`src/hdl/nsc_pkg.sv`:
```
// Shared types, constants and prefix tables for the NMEA sentence capture block.
package nsc_pkg;

    localparam int MAX_LEN_DEF = 128;
    localparam int TAG_LEN     = 6;

    localparam logic [7:0] CHAR_DOLLAR = 8'h24;

    // Event codes reported with every result word.
    localparam logic [1:0] EV_NONE = 2'd0;
    localparam logic [1:0] EV_GGA  = 2'd1;
    localparam logic [1:0] EV_VTG  = 2'd2;

    // Input modes.
    localparam logic MODE_SERIAL = 1'b0;
    localparam logic MODE_READ   = 1'b1;

    // Bits of the prefix tracker.
    localparam int TRK_GGA_BIT = 0;
    localparam int TRK_VTG_BIT = 1;

    typedef struct packed {
        logic       mode;
        logic [7:0] rx_byte;
        logic       line_error;
        logic       which_sentence;
        logic [6:0] read_index;
    } t_in_item;

    typedef struct packed {
        logic [1:0]  event_res;
        logic [15:0] gga_count;
        logic [15:0] vtg_count;
        logic [7:0]  read_byte;
        logic [7:0]  read_length;
    } t_out_item;

    function automatic logic [7:0] gga_tag(input logic [2:0] pos);
        logic [7:0] c;
        case (pos)
            3'd0: c = "$";
            3'd1: c = "G";
            3'd2: c = "P";
            3'd3: c = "G";
            3'd4: c = "G";
            3'd5: c = "A";
            default: c = 8'h00;
        endcase
        return c;
    endfunction

    function automatic logic [7:0] vtg_tag(input logic [2:0] pos);
        logic [7:0] c;
        case (pos)
            3'd0: c = "$";
            3'd1: c = "G";
            3'd2: c = "P";
            3'd3: c = "V";
            3'd4: c = "T";
            3'd5: c = "G";
            default: c = 8'h00;
        endcase
        return c;
    endfunction

endpackage

```
`src/hdl/nsc_ram.sv`:
```
// Generic simple dual-port RAM with one write port and one registered read port.
module nsc_ram #(
    parameter int WIDTH = 8,
    parameter int DEPTH = 384
) (
    input  logic                     i_clk,
    input  logic                     i_we,
    input  logic [$clog2(DEPTH)-1:0] i_waddr,
    input  logic [WIDTH-1:0]         i_wdata,
    input  logic                     i_re,
    input  logic [$clog2(DEPTH)-1:0] i_raddr,
    output logic [WIDTH-1:0]         o_rdata
);

    logic [WIDTH-1:0] r_mem [0:DEPTH-1];
    logic [WIDTH-1:0] r_rdata;

    always_ff @(posedge i_clk) begin
        if (i_we) begin
            r_mem[i_waddr] <= i_wdata;
        end
        if (i_re) begin
            r_rdata <= r_mem[i_raddr];
        end
    end

    assign o_rdata = r_rdata;

endmodule

```
`src/hdl/nmea_sentence_capture_top.sv`:
```
// Top level of the NMEA sentence capture block: parser, bank bookkeeping and result pipeline.
//
// Usage: every input word is either a received serial byte (mode 0) or a read of a
// stored sentence byte (mode 1). Each input word yields exactly one result word on the
// output channel, carrying the store event, both record counts and, for reads, the
// requested byte and the record length.
// Both channels use valid/stall; a word moves at a clock edge with valid high and
// stall low. Sentences are assembled in one RAM of three banks of MAX_LEN bytes; a
// stored GGA or VTG record is just a bank pointer swap, so nothing is copied.
// Throughput is one word per cycle unless the receiver stalls: the parser state lives in
// registers and each word makes at most one RAM access (a write for a kept serial byte,
// a read for a read word). An accepted word passes the registered RAM read stage and
// then the output register before it shows on o_out_valid.
// When the receiver stalls, the output register holds its word and the stage ahead of
// it holds too; the input stalls only once both are full.
// Reset (synchronous, active low) returns the parser to its start phase, the bank
// pointers to banks zero, one and two, and lengths and counts to zero. The RAM needs no
// clearing: only bytes written within a stored sentence are ever read back.
module nmea_sentence_capture_top
    import nsc_pkg::*;
#(
    parameter int MAX_LEN = MAX_LEN_DEF
) (
    input  logic      i_clk,
    input  logic      i_rst_n,
    input  logic      i_in_valid,
    output logic      o_in_stall,
    input  t_in_item  i_in_data,
    output logic      o_out_valid,
    input  logic      i_out_stall,
    output t_out_item o_out_data
);

    localparam int DEPTH = 3 * MAX_LEN;
    localparam int AW    = $clog2(DEPTH);
    localparam int FW    = $clog2(MAX_LEN + 1);

    typedef enum logic [1:0] {
        PH_START,
        PH_BODY,
        PH_DISCARD
    } t_phase;

    // Parser and bookkeeping state.
    t_phase        r_phase, n_phase;
    logic [FW-1:0] r_fill, n_fill;
    logic [FW-1:0] r_text_len, n_text_len;
    logic          r_zero_hit, n_zero_hit;
    logic [1:0]    r_trk, n_trk;
    logic [1:0]    r_ptr [0:2];
    logic [1:0]    n_ptr [0:2];
    logic [FW-1:0] r_len [0:1];
    logic [FW-1:0] n_len [0:1];
    logic [15:0]   r_cnt [0:1];
    logic [15:0]   n_cnt [0:1];

    // Pipeline stage that waits for the RAM read data.
    logic        r_s1_vld;
    logic [1:0]  r_s1_ev;
    logic [15:0] r_s1_gga;
    logic [15:0] r_s1_vtg;
    logic [7:0]  r_s1_rlen;
    logic        r_s1_hit;

    logic        r_out_vld;
    t_out_item   r_out;

    logic        out_free;
    logic        s1_free;
    logic        accept;
    logic [1:0]  ev;
    logic [7:0]  rlen;
    logic        hit;
    logic        ram_we;
    logic [AW-1:0] ram_waddr;
    logic [7:0]  ram_wdata;
    logic [AW-1:0] ram_raddr;
    logic [7:0]  ram_rdata;
    logic [1:0]  rd_bank;
    logic        do_close;
    logic        do_begin;
    logic        do_append;
    logic        is_dollar;
    logic [1:0]  swap_tmp;

    assign out_free   = !r_out_vld || !i_out_stall;
    assign s1_free    = !r_s1_vld || out_free;
    assign o_in_stall = !s1_free;
    assign accept     = i_in_valid && s1_free;
    assign is_dollar  = (i_in_data.rx_byte == CHAR_DOLLAR);

    always_comb begin
        n_phase    = r_phase;
        n_fill     = r_fill;
        n_text_len = r_text_len;
        n_zero_hit = r_zero_hit;
        n_trk      = r_trk;
        n_ptr      = r_ptr;
        n_len      = r_len;
        n_cnt      = r_cnt;
        ev         = EV_NONE;
        ram_we     = 1'b0;
        ram_waddr  = '0;
        ram_wdata  = i_in_data.rx_byte;
        do_close   = 1'b0;
        do_begin   = 1'b0;
        do_append  = 1'b0;
        swap_tmp   = '0;

        if (accept && i_in_data.mode == MODE_SERIAL) begin
            if (i_in_data.line_error) begin
                n_phase = PH_DISCARD;
            end else begin
                case (r_phase)
                    PH_START: begin
                        if (is_dollar) begin
                            do_begin = 1'b1;
                        end else begin
                            do_append = 1'b1;
                            n_phase   = PH_BODY;
                        end
                    end
                    PH_BODY: begin
                        if (is_dollar) begin
                            do_close = 1'b1;
                            do_begin = 1'b1;
                        end else begin
                            do_append = 1'b1;
                        end
                    end
                    PH_DISCARD: begin
                        do_begin = is_dollar;
                    end
                    default: begin
                        n_phase = PH_DISCARD;
                    end
                endcase
            end
        end

        // A qualifying sentence becomes the latest record by swapping its bank in.
        if (do_close && r_fill >= FW'(TAG_LEN) && r_trk != 2'b00) begin
            if (r_trk[TRK_GGA_BIT]) begin
                ev       = EV_GGA;
                swap_tmp = r_ptr[1];
                n_ptr[1] = r_ptr[0];
                n_len[0] = r_text_len;
                n_cnt[0] = r_cnt[0] + 16'd1;
            end else begin
                ev       = EV_VTG;
                swap_tmp = r_ptr[2];
                n_ptr[2] = r_ptr[0];
                n_len[1] = r_text_len;
                n_cnt[1] = r_cnt[1] + 16'd1;
            end
            n_ptr[0] = swap_tmp;
        end

        if (do_begin) begin
            ram_we     = 1'b1;
            ram_waddr  = AW'(n_ptr[0]) * AW'(MAX_LEN);
            ram_wdata  = CHAR_DOLLAR;
            n_fill     = FW'(1);
            n_text_len = FW'(1);
            n_zero_hit = 1'b0;
            n_trk      = 2'b11;
            n_phase    = PH_START;
        end

        // Bytes past MAX_LEN are dropped; the text length stops at the first zero byte.
        if (do_append && r_fill < FW'(MAX_LEN)) begin
            ram_we    = 1'b1;
            ram_waddr = AW'(r_ptr[0]) * AW'(MAX_LEN) + AW'(r_fill);
            n_fill    = r_fill + FW'(1);
            if (!r_zero_hit) begin
                if (i_in_data.rx_byte == 8'h00) begin
                    n_zero_hit = 1'b1;
                end else begin
                    n_text_len = r_fill + FW'(1);
                end
            end
            if (r_fill < FW'(TAG_LEN)) begin
                if (i_in_data.rx_byte != gga_tag(r_fill[2:0])) begin
                    n_trk[TRK_GGA_BIT] = 1'b0;
                end
                if (i_in_data.rx_byte != vtg_tag(r_fill[2:0])) begin
                    n_trk[TRK_VTG_BIT] = 1'b0;
                end
            end
        end
    end

    // Read side: stored records live in the banks named by pointers one and two.
    assign rd_bank   = i_in_data.which_sentence ? r_ptr[2] : r_ptr[1];
    assign ram_raddr = AW'(rd_bank) * AW'(MAX_LEN) + AW'(i_in_data.read_index);
    assign rlen      = (i_in_data.mode == MODE_READ) ? 8'(r_len[i_in_data.which_sentence]) : 8'd0;
    assign hit       = (i_in_data.mode == MODE_READ)
                    && (32'(i_in_data.read_index) < 32'(r_len[i_in_data.which_sentence]));

    nsc_ram #(
        .WIDTH(8),
        .DEPTH(DEPTH)
    ) u_bank_ram (
        .i_clk  (i_clk),
        .i_we   (ram_we),
        .i_waddr(ram_waddr),
        .i_wdata(ram_wdata),
        .i_re   (accept && i_in_data.mode == MODE_READ),
        .i_raddr(ram_raddr),
        .o_rdata(ram_rdata)
    );

    always_ff @(posedge i_clk) begin
        if (!i_rst_n) begin
            r_phase    <= PH_START;
            r_fill     <= FW'(1);
            r_text_len <= '0;
            r_zero_hit <= 1'b1;
            r_trk      <= 2'b00;
            r_ptr[0]   <= 2'd0;
            r_ptr[1]   <= 2'd1;
            r_ptr[2]   <= 2'd2;
            r_len[0]   <= '0;
            r_len[1]   <= '0;
            r_cnt[0]   <= '0;
            r_cnt[1]   <= '0;
            r_s1_vld   <= 1'b0;
            r_out_vld  <= 1'b0;
        end else begin
            r_phase    <= n_phase;
            r_fill     <= n_fill;
            r_text_len <= n_text_len;
            r_zero_hit <= n_zero_hit;
            r_trk      <= n_trk;
            r_ptr      <= n_ptr;
            r_len      <= n_len;
            r_cnt      <= n_cnt;
            if (s1_free) begin
                r_s1_vld <= i_in_valid;
            end
            if (out_free) begin
                r_out_vld <= r_s1_vld;
            end
        end
    end

    always_ff @(posedge i_clk) begin
        if (accept) begin
            r_s1_ev   <= ev;
            r_s1_gga  <= n_cnt[0];
            r_s1_vtg  <= n_cnt[1];
            r_s1_rlen <= rlen;
            r_s1_hit  <= hit;
        end
        if (out_free && r_s1_vld) begin
            r_out.event_res   <= r_s1_ev;
            r_out.gga_count   <= r_s1_gga;
            r_out.vtg_count   <= r_s1_vtg;
            r_out.read_byte   <= r_s1_hit ? ram_rdata : 8'd0;
            r_out.read_length <= r_s1_rlen;
        end
    end

    assign o_out_valid = r_out_vld;
    assign o_out_data  = r_out;

    // The three bank pointers always name three different banks.
    a_ptr_distinct: assert property (@(posedge i_clk) disable iff (!i_rst_n)
        (r_ptr[0] != r_ptr[1]) && (r_ptr[0] != r_ptr[2]) && (r_ptr[1] != r_ptr[2]))
        else $error("bank pointers collide");

    // The fill position never passes the bank size, and the text never passes the fill.
    a_fill_bound: assert property (@(posedge i_clk) disable iff (!i_rst_n)
        (r_fill <= FW'(MAX_LEN)) && (r_fill != '0) && (r_text_len <= r_fill))
        else $error("fill count out of range");

    // A GGA store bumps only the GGA count.
    a_gga_count: assert property (@(posedge i_clk) disable iff (!i_rst_n)
        (accept && ev == EV_GGA) |=> (r_cnt[0] == $past(r_cnt[0]) + 16'd1)
            && (r_cnt[1] == $past(r_cnt[1])))
        else $error("GGA store did not advance its count");

    // Input is held back only while the read-data stage is occupied and cannot move.
    a_stall_cause: assert property (@(posedge i_clk) disable iff (!i_rst_n)
        o_in_stall |-> (r_s1_vld && r_out_vld && i_out_stall))
        else $error("input stalled without a full pipeline");

    // A word in the read-data stage reaches the output register when it is free.
    a_advance: assert property (@(posedge i_clk) disable iff (!i_rst_n)
        (r_s1_vld && out_free) |=> r_out_vld)
        else $error("pipeline word lost");

endmodule

```
`config.mk`:
```
export PLATFORM = sky130hd
export DESIGN_NAME = nmea_sentence_capture_top
export DESIGN_NICKNAME = d
export VERILOG_FILES = /design/src/hdl/nsc_pkg.sv /design/src/hdl/nsc_ram.sv /design/src/hdl/nmea_sentence_capture_top.sv
export SDC_FILE = /design/constraint.sdc
export NUM_CORES = 2
export LEC_CHECK = 0
export BUFFER_PORTS_ARGS = -buffer_cell sky130_fd_sc_hd__buf_2
export CORE_MARGIN = 2
export CORE_UTILIZATION = 30
export DETAILED_ROUTE_END_ITERATION = 10
export HOLD_SLACK_MARGIN = 0.1
export PLACE_DENSITY = 0.51
export SETUP_SLACK_MARGIN = 0.05
export SYNTH_ARGS = -nofsm -noshare
export SYNTH_HDL_FRONTEND = slang
export SYNTH_SLANG_ARGS = --single-unit
export TNS_END_PERCENT = 10
```
`constraint.sdc`:
```
create_clock -name i_clk -period 9.4 [get_ports i_clk]
set_clock_uncertainty 0.2 [all_clocks]
set_input_delay 1.41 -clock i_clk [delete_from_list [all_inputs] [get_ports i_clk]]
set_output_delay 1.41 -clock i_clk [all_outputs]
set_load 0.1 [all_outputs]
```
Word level (Yosys, flattened, before mapping)
Memory sizes are Yosys's and may differ from the RTL's. A register that Yosys moved wholly into a read port is not among the register bits.
Index checks and enable logic that the tools add are counted.
W data, S select, Z words.
- memories: 1
- latch bits: 0
- flip-flop bits (word level): 170
- input port bits: 22
- bits in read-only memories: 0
- RAM bits: 3072
- memories (name ; words ; bits a word ; read ports ; clocked after Yosys merged registers in ; wr ports ; line ; RTL):
    u_bank_ram.r_mem ; 384 ; 8 ; 1 ; 1 ; 1 ; nsc_ram.sv:15 ; logic [WIDTH-1:0] r_mem [0:DEPTH-1];
- multiply operators: 0
- order comparisons: 5
- shifts and indexed selects: 0
- muxes and demuxes: 54
- $add $sub $neg: 5
- bitwise gates (word level): 4
- equality and inequality tests: 12
- divide/modulo/power cells: 0
- reductions and logical operators: 27
- operator list (kind ; number):
    $mux W8 ; 14
    $pmux W7 S5 ; 1
    $add A16 B1 Y16 const B ; 2
    $mux W16 ; 2
    $mux W32 ; 1
    $pmux W7 S4 ; 1
    $mux W1 ; 20
    $mux W2 ; 10
    $mux W9 ; 2
    $ne A8 B8 Y1 ; 2
    $add A9 B7 Y9 ; 1
    $add A9 B8 Y9 ; 1
    $add A8 B1 Y8 const B ; 1
    $eq A8 B6 Y1 const B ; 1
    $ge A8 B3 Y1 const B ; 1
    $logic_and A1 B1 Y1 ; 8
    $logic_not A8 Y1 ; 1
    $lt A7 B8 Y1 ; 1
    $lt A8 B3 Y1 const B ; 1
    $lt A8 B8 Y1 const B ; 1
    $reduce_or A2 Y1 ; 4
    $eq A3 B2 Y1 const B ; 2
    $eq A3 B3 Y1 const B ; 2
    $mux W6 ; 1
    other kinds (18) ; 26

Logic depth before layout (Yosys ltp)
- word-level depth: 12
- depth in mapped cells: 13
- gate-level depth less buffers: 10

By module
A second synthesis with hierarchy kept.
- cells, all modules: 6096
- area, all modules: 126929.2 um^2
- modules (own cells, without submodules) (module ; seq. area each (um^2) ; instances ; cells each ; area an instance (um^2)):
    nsc_ram ; 92488.7 ; 1 ; 5415 ; 119504.6
    nmea_sentence_capture_top ; 4334.2 ; 1 ; 681 ; 7424.6

Worst setup path after synthesis
Ideal clock, no wire load.
- path type: input to register
- start: input i_in_data[9] in the netlist's numbering
- end: memory u_bank_ram.r_mem[0][0] (data pin)
- slack: 0.430 ns
- data required time: 7.786 ns
- arrival time: 7.356 ns
- cell stages on the path: 2
- path buffers: 2
- cell sequence: buf_2 -> clkbuf_1
- longest elaborated chain between the ends: 6
- RTL lines (what ; line ; RTL):
    start: declaration ; nmea_sentence_capture_top.sv:28 ; input t_in_item i_in_data,
    $eq A8 B6 Y1 ; nmea_sentence_capture_top.sv:90 ; assign is_dollar = (i_in_data.rx_byte == CHAR_DOLLAR);
    $mux W1 ; nmea_sentence_capture_top.sv:116, nmea_sentence_capture_top.sv:124 ;
    $pmux W1 S2 ; nmea_sentence_capture_top.sv:114 ; case (r_phase)
    $mux W1 ; nmea_sentence_capture_top.sv:111 ; if (i_in_data.line_error) begin
    $mux W1 ; nmea_sentence_capture_top.sv:110 ; if (accept && i_in_data.mode == MODE_SERIAL) begin
    $mux W8 (*) ; nmea_sentence_capture_top.sv:159 ; if (do_begin) begin
    net ram_wdata[0] ; nmea_sentence_capture_top.sv:76 ; logic [7:0] ram_wdata;
    end: declaration ; nsc_ram.sv:15 ;
The timed path passes the listed nets; every way through them passes the cells marked *.

Final worst setup path
- start: input i_in_data[16] in the netlist's numbering
- end: memory u_bank_ram.r_mem[310][0], enable pin
- longest elaborated chain between the ends: 10
- elaborated cells between the ends (all ways): 22
- classes of those cells: eq/ne: 1; mux: 18; reduce/logical: 3
- RTL lines (what ; line):
    $eq A8 B6 Y1 (*) ; nmea_sentence_capture_top.sv:90
    parallel branches: the longest is 9 deep, another holds $pmux W1 S2 ; n/a
Every way passes the cells marked *.

==> summary.md <==
| Metric | Value |
|---|---|
| Outcome | `finished, final reports clean` |
| Iter 0 DRT Violations | `7,507` |
| Largest net degree at the start of global routing | `181` |
| Clk_lat worst skew | `0.88 ns` |
| Htree depth | `5` |
| Final TNS setup | `0 ns` |
| FF-to-FF setup slack | `3.92 ns` |
| Sequential area share after synthesis | `76.9%` |
| CP max stage cell | `nand3_2` |
| Main synth FF type | `edfxtp_1` |
| Share of cells above drive strength 1 | `24.6%` |
| Final cell count without fillers | `11,900` |
| Mapped Cells | `6,005` |
| CP peak stage delay | `0.99 ns` |
| Number of buffers inserted by hold repair at cts | `0` |
| CTS Buf Count | `329` |
| Most frequent cells in the layout | `edfxtp_1 (3,173), mux4_2 (795), nor2_1 (467)` |
| Postcts setup bufs | `0` |
| Mapped Area | `126,000 µm²` |
| GRT overflow | `0` |
| LEAKAGE | `43.3 nW` |
| CP Cell Sequence | `buf_8, nor2_1, and4_1, or3_1, nor2_1, nand3_2, buf_4, nor2_1` |
| Ports | `74` |
| Initial DRT Pass Iterations | `5` |
| Routed Antenna Nets | `0` |
| CP Class | `primary input to register` |
| Max Fclk | `163 MHz` |
| Number of flops mapped to enable cells by yosys | `3,173` |
| Max VDD drop | `135 µV` |
| Setup repair after global routing missed its margin | `no` |
| Tcrit/Tclk final | `65.3%` |
| Placed Instances | `11,300` |
| Vias in the first global route | `62,100` |
| Final slew viol count | `0` |
| DP HPWL | `216,000 µm` |
| Critical path arrival | `6.43 ns` |
| DR vias/cell | `5.21` |
| Root Buffer | `clkbuf_16` |
| Startpoint types | `primary input` |
| Initial antenna violation count | `24` |
| P&R area growth vs syn | `13.9%` |
| Starting Density | `30.2%` |
| CP dominant cell by count | `nor2_1` |
| Placer Congestion | `0.846` |
| Wirelength per Cell | `29.8 µm` |
| Final Instance Area | `143,000 µm²` |
| Worst-Margin Slew | `1.45 ns` |
| Height of the chip | `652 µm` |
| Final min period | `6.13 ns` |
| Port-buffer cells | `73` |
| Synth unique cells | `75` |
| Placement-stage cell area | `133,000 µm²` |
| DRC Markers | `0` |
| Required time worst endpoint | `9.69 ns` |
| Pwr dens | `212 nW/µm²` |
| Worst-case clock buffer depth | `4` |
| Final nets | `6,196` |
| Async SR Flop Fraction | `0%` |
| GRT Util Overall | `16.3%` |
| Clock transition at path regs | `0.06 ns` |
| Die footprint | `425,000 µm²` |
| First-pass GRT wire length | `497,000 µm` |
| Final Hold Vio Count | `0` |
| Post-cts resize count | `0` |
| CP Capture Type | `register` |
| Seq cells post-synth | `3,250` |
| # rows | `237` |
| Min-Delay Path Class | `register to register` |
| Critical Path Fanout Max | `106` |
| CTS tree | `done` |
| PnR Total Power | `0.0304 W` |
| Most common cell after layout, fill and taps aside | `edfxtp_1` |
| YS warnings | `0` |
| Slew HR | `1.94%` |
| Fin Hold WS | `0.219 ns` |
| Num Clock Sinks | `3,250` |
| Syn_nets | `6,044` |
| Mapped Avg Cell Area | `21.0 µm²` |
| Post-Route WL | `355,000 µm` |
| DR vias | `62,200` |
| Max-cap violations | `0` |
| Die W | `652 µm` |
| Final setup fails | `0` |
| Core Region | `417,000 µm²` |
worst paths after layout:
path	start	endpoint	cells past startpoint
worst max-delay path	i_in_data[16]	u_bank_ram.r_mem[310][0]	8
worst min-delay path	r_s1_gga[4]	o_out_data[36]	0
worst max register to register	o_out_valid	u_bank_ram.r_mem[310][0]	7
worst min register to register	r_s1_gga[4]	o_out_data[36]	0
registers in the layout (all words and copies together) (netlist names), 2 cells and up:
| name | flops |
|---|---|
| r_ptr | 6 |
| r_s1_ev | 2 |
| u_bank_ram.o_rdata | 8 |
| r_s1_vtg | 16 |
| r_s1_gga | 16 |
| r_len | 16 |
| r_trk | 2 |
| r_cnt | 32 |
| r_phase | 2 |
| r_text_len | 8 |
| r_fill | 8 |
| u_bank_ram.r_mem | 3072 |
| o_out_data | 50 |
| r_s1_rlen | 8 |
synthesized netlist by cell type (all sizes together), types with 23 or more instances:
master,n,area (µm²)
a211oi,23,178
a21oi,37,185
a22o,28,245
a22oi,119,893
a31oi,26,163
and2,55,344
and3,23,144
buf,190,963
clkbuf,183,687
dfxtp,77,1540
edfxtp,3173,95300
mux2,60,676
mux2i,78,781
mux4,795,17900
nand2,123,462
nand3,58,290
nand4,28,181
nor2,481,1830
nor2b,49,307
nor3,28,145
o21ai,57,289
o22ai,54,338
xnor2,27,236
final cells by class:
type,instances,area [µm²]
sequential,3250,96800
timing repair buffer,194,1560
tap,5497,6880
fill,38400,274000
antenna,14,35.0
clock inverter,192,1770
multi-input combinational,2368,27600
inverter,14,52.6
clock buffer,392,8680
per-layer routing:
metal	routed length, µm	GRT usage (%)	up-vias
met3	28600	3.10	454
met2	162000	25.2	2783
met1	155000	23.6	33700
li1	-	-	25200
met5	13	0	-
met4	9330	4.25	2
per-stage QoR:
stage,setup slack (ns),util (%)
global route,3.05,34.4
finish,3.27,34.4
CTS,3.27,34.4
global placement,2.44,31.9
detailed placement,2.32,31.9
floorplan,0.430,-
critical path: cells and delay by family:
kind | cells | cell delay [ns]
buffers and inverters | 2 | 1.14
and+or+nand+nor | 6 | 3.76
cells by family (layout without fill, tap and decap cells):
| family | count (synthesis) | count (layout) | synth area share [%] |
|---|---|---|---|
| AO/OA/AOI/OAI | 446 | 446 | 2.51 |
| XOR/XNOR | 44 | 44 | 0.306 |
| adder cells (fa/ha/maj) | 17 | 17 | 0.169 |
| buffers and inverters | 387 | 792 | 1.35 |
| flip-flops | 3250 | 3250 | 76.9 |
| multiplexers | 933 | 933 | 15.4 |
| other | 0 | 14 | 0 |
| AND/OR/NAND/NOR | 928 | 928 | 3.42 |
power breakdown:
group / internal, W / switching (W)
Sequential: 0.0159 / 0.0000159
Combinational: 0.000459 / 0.00101
Clock: 0.00742 / 0.00556
Total: 0.0238 / 0.00658
(Power assumes the default switching activity.)
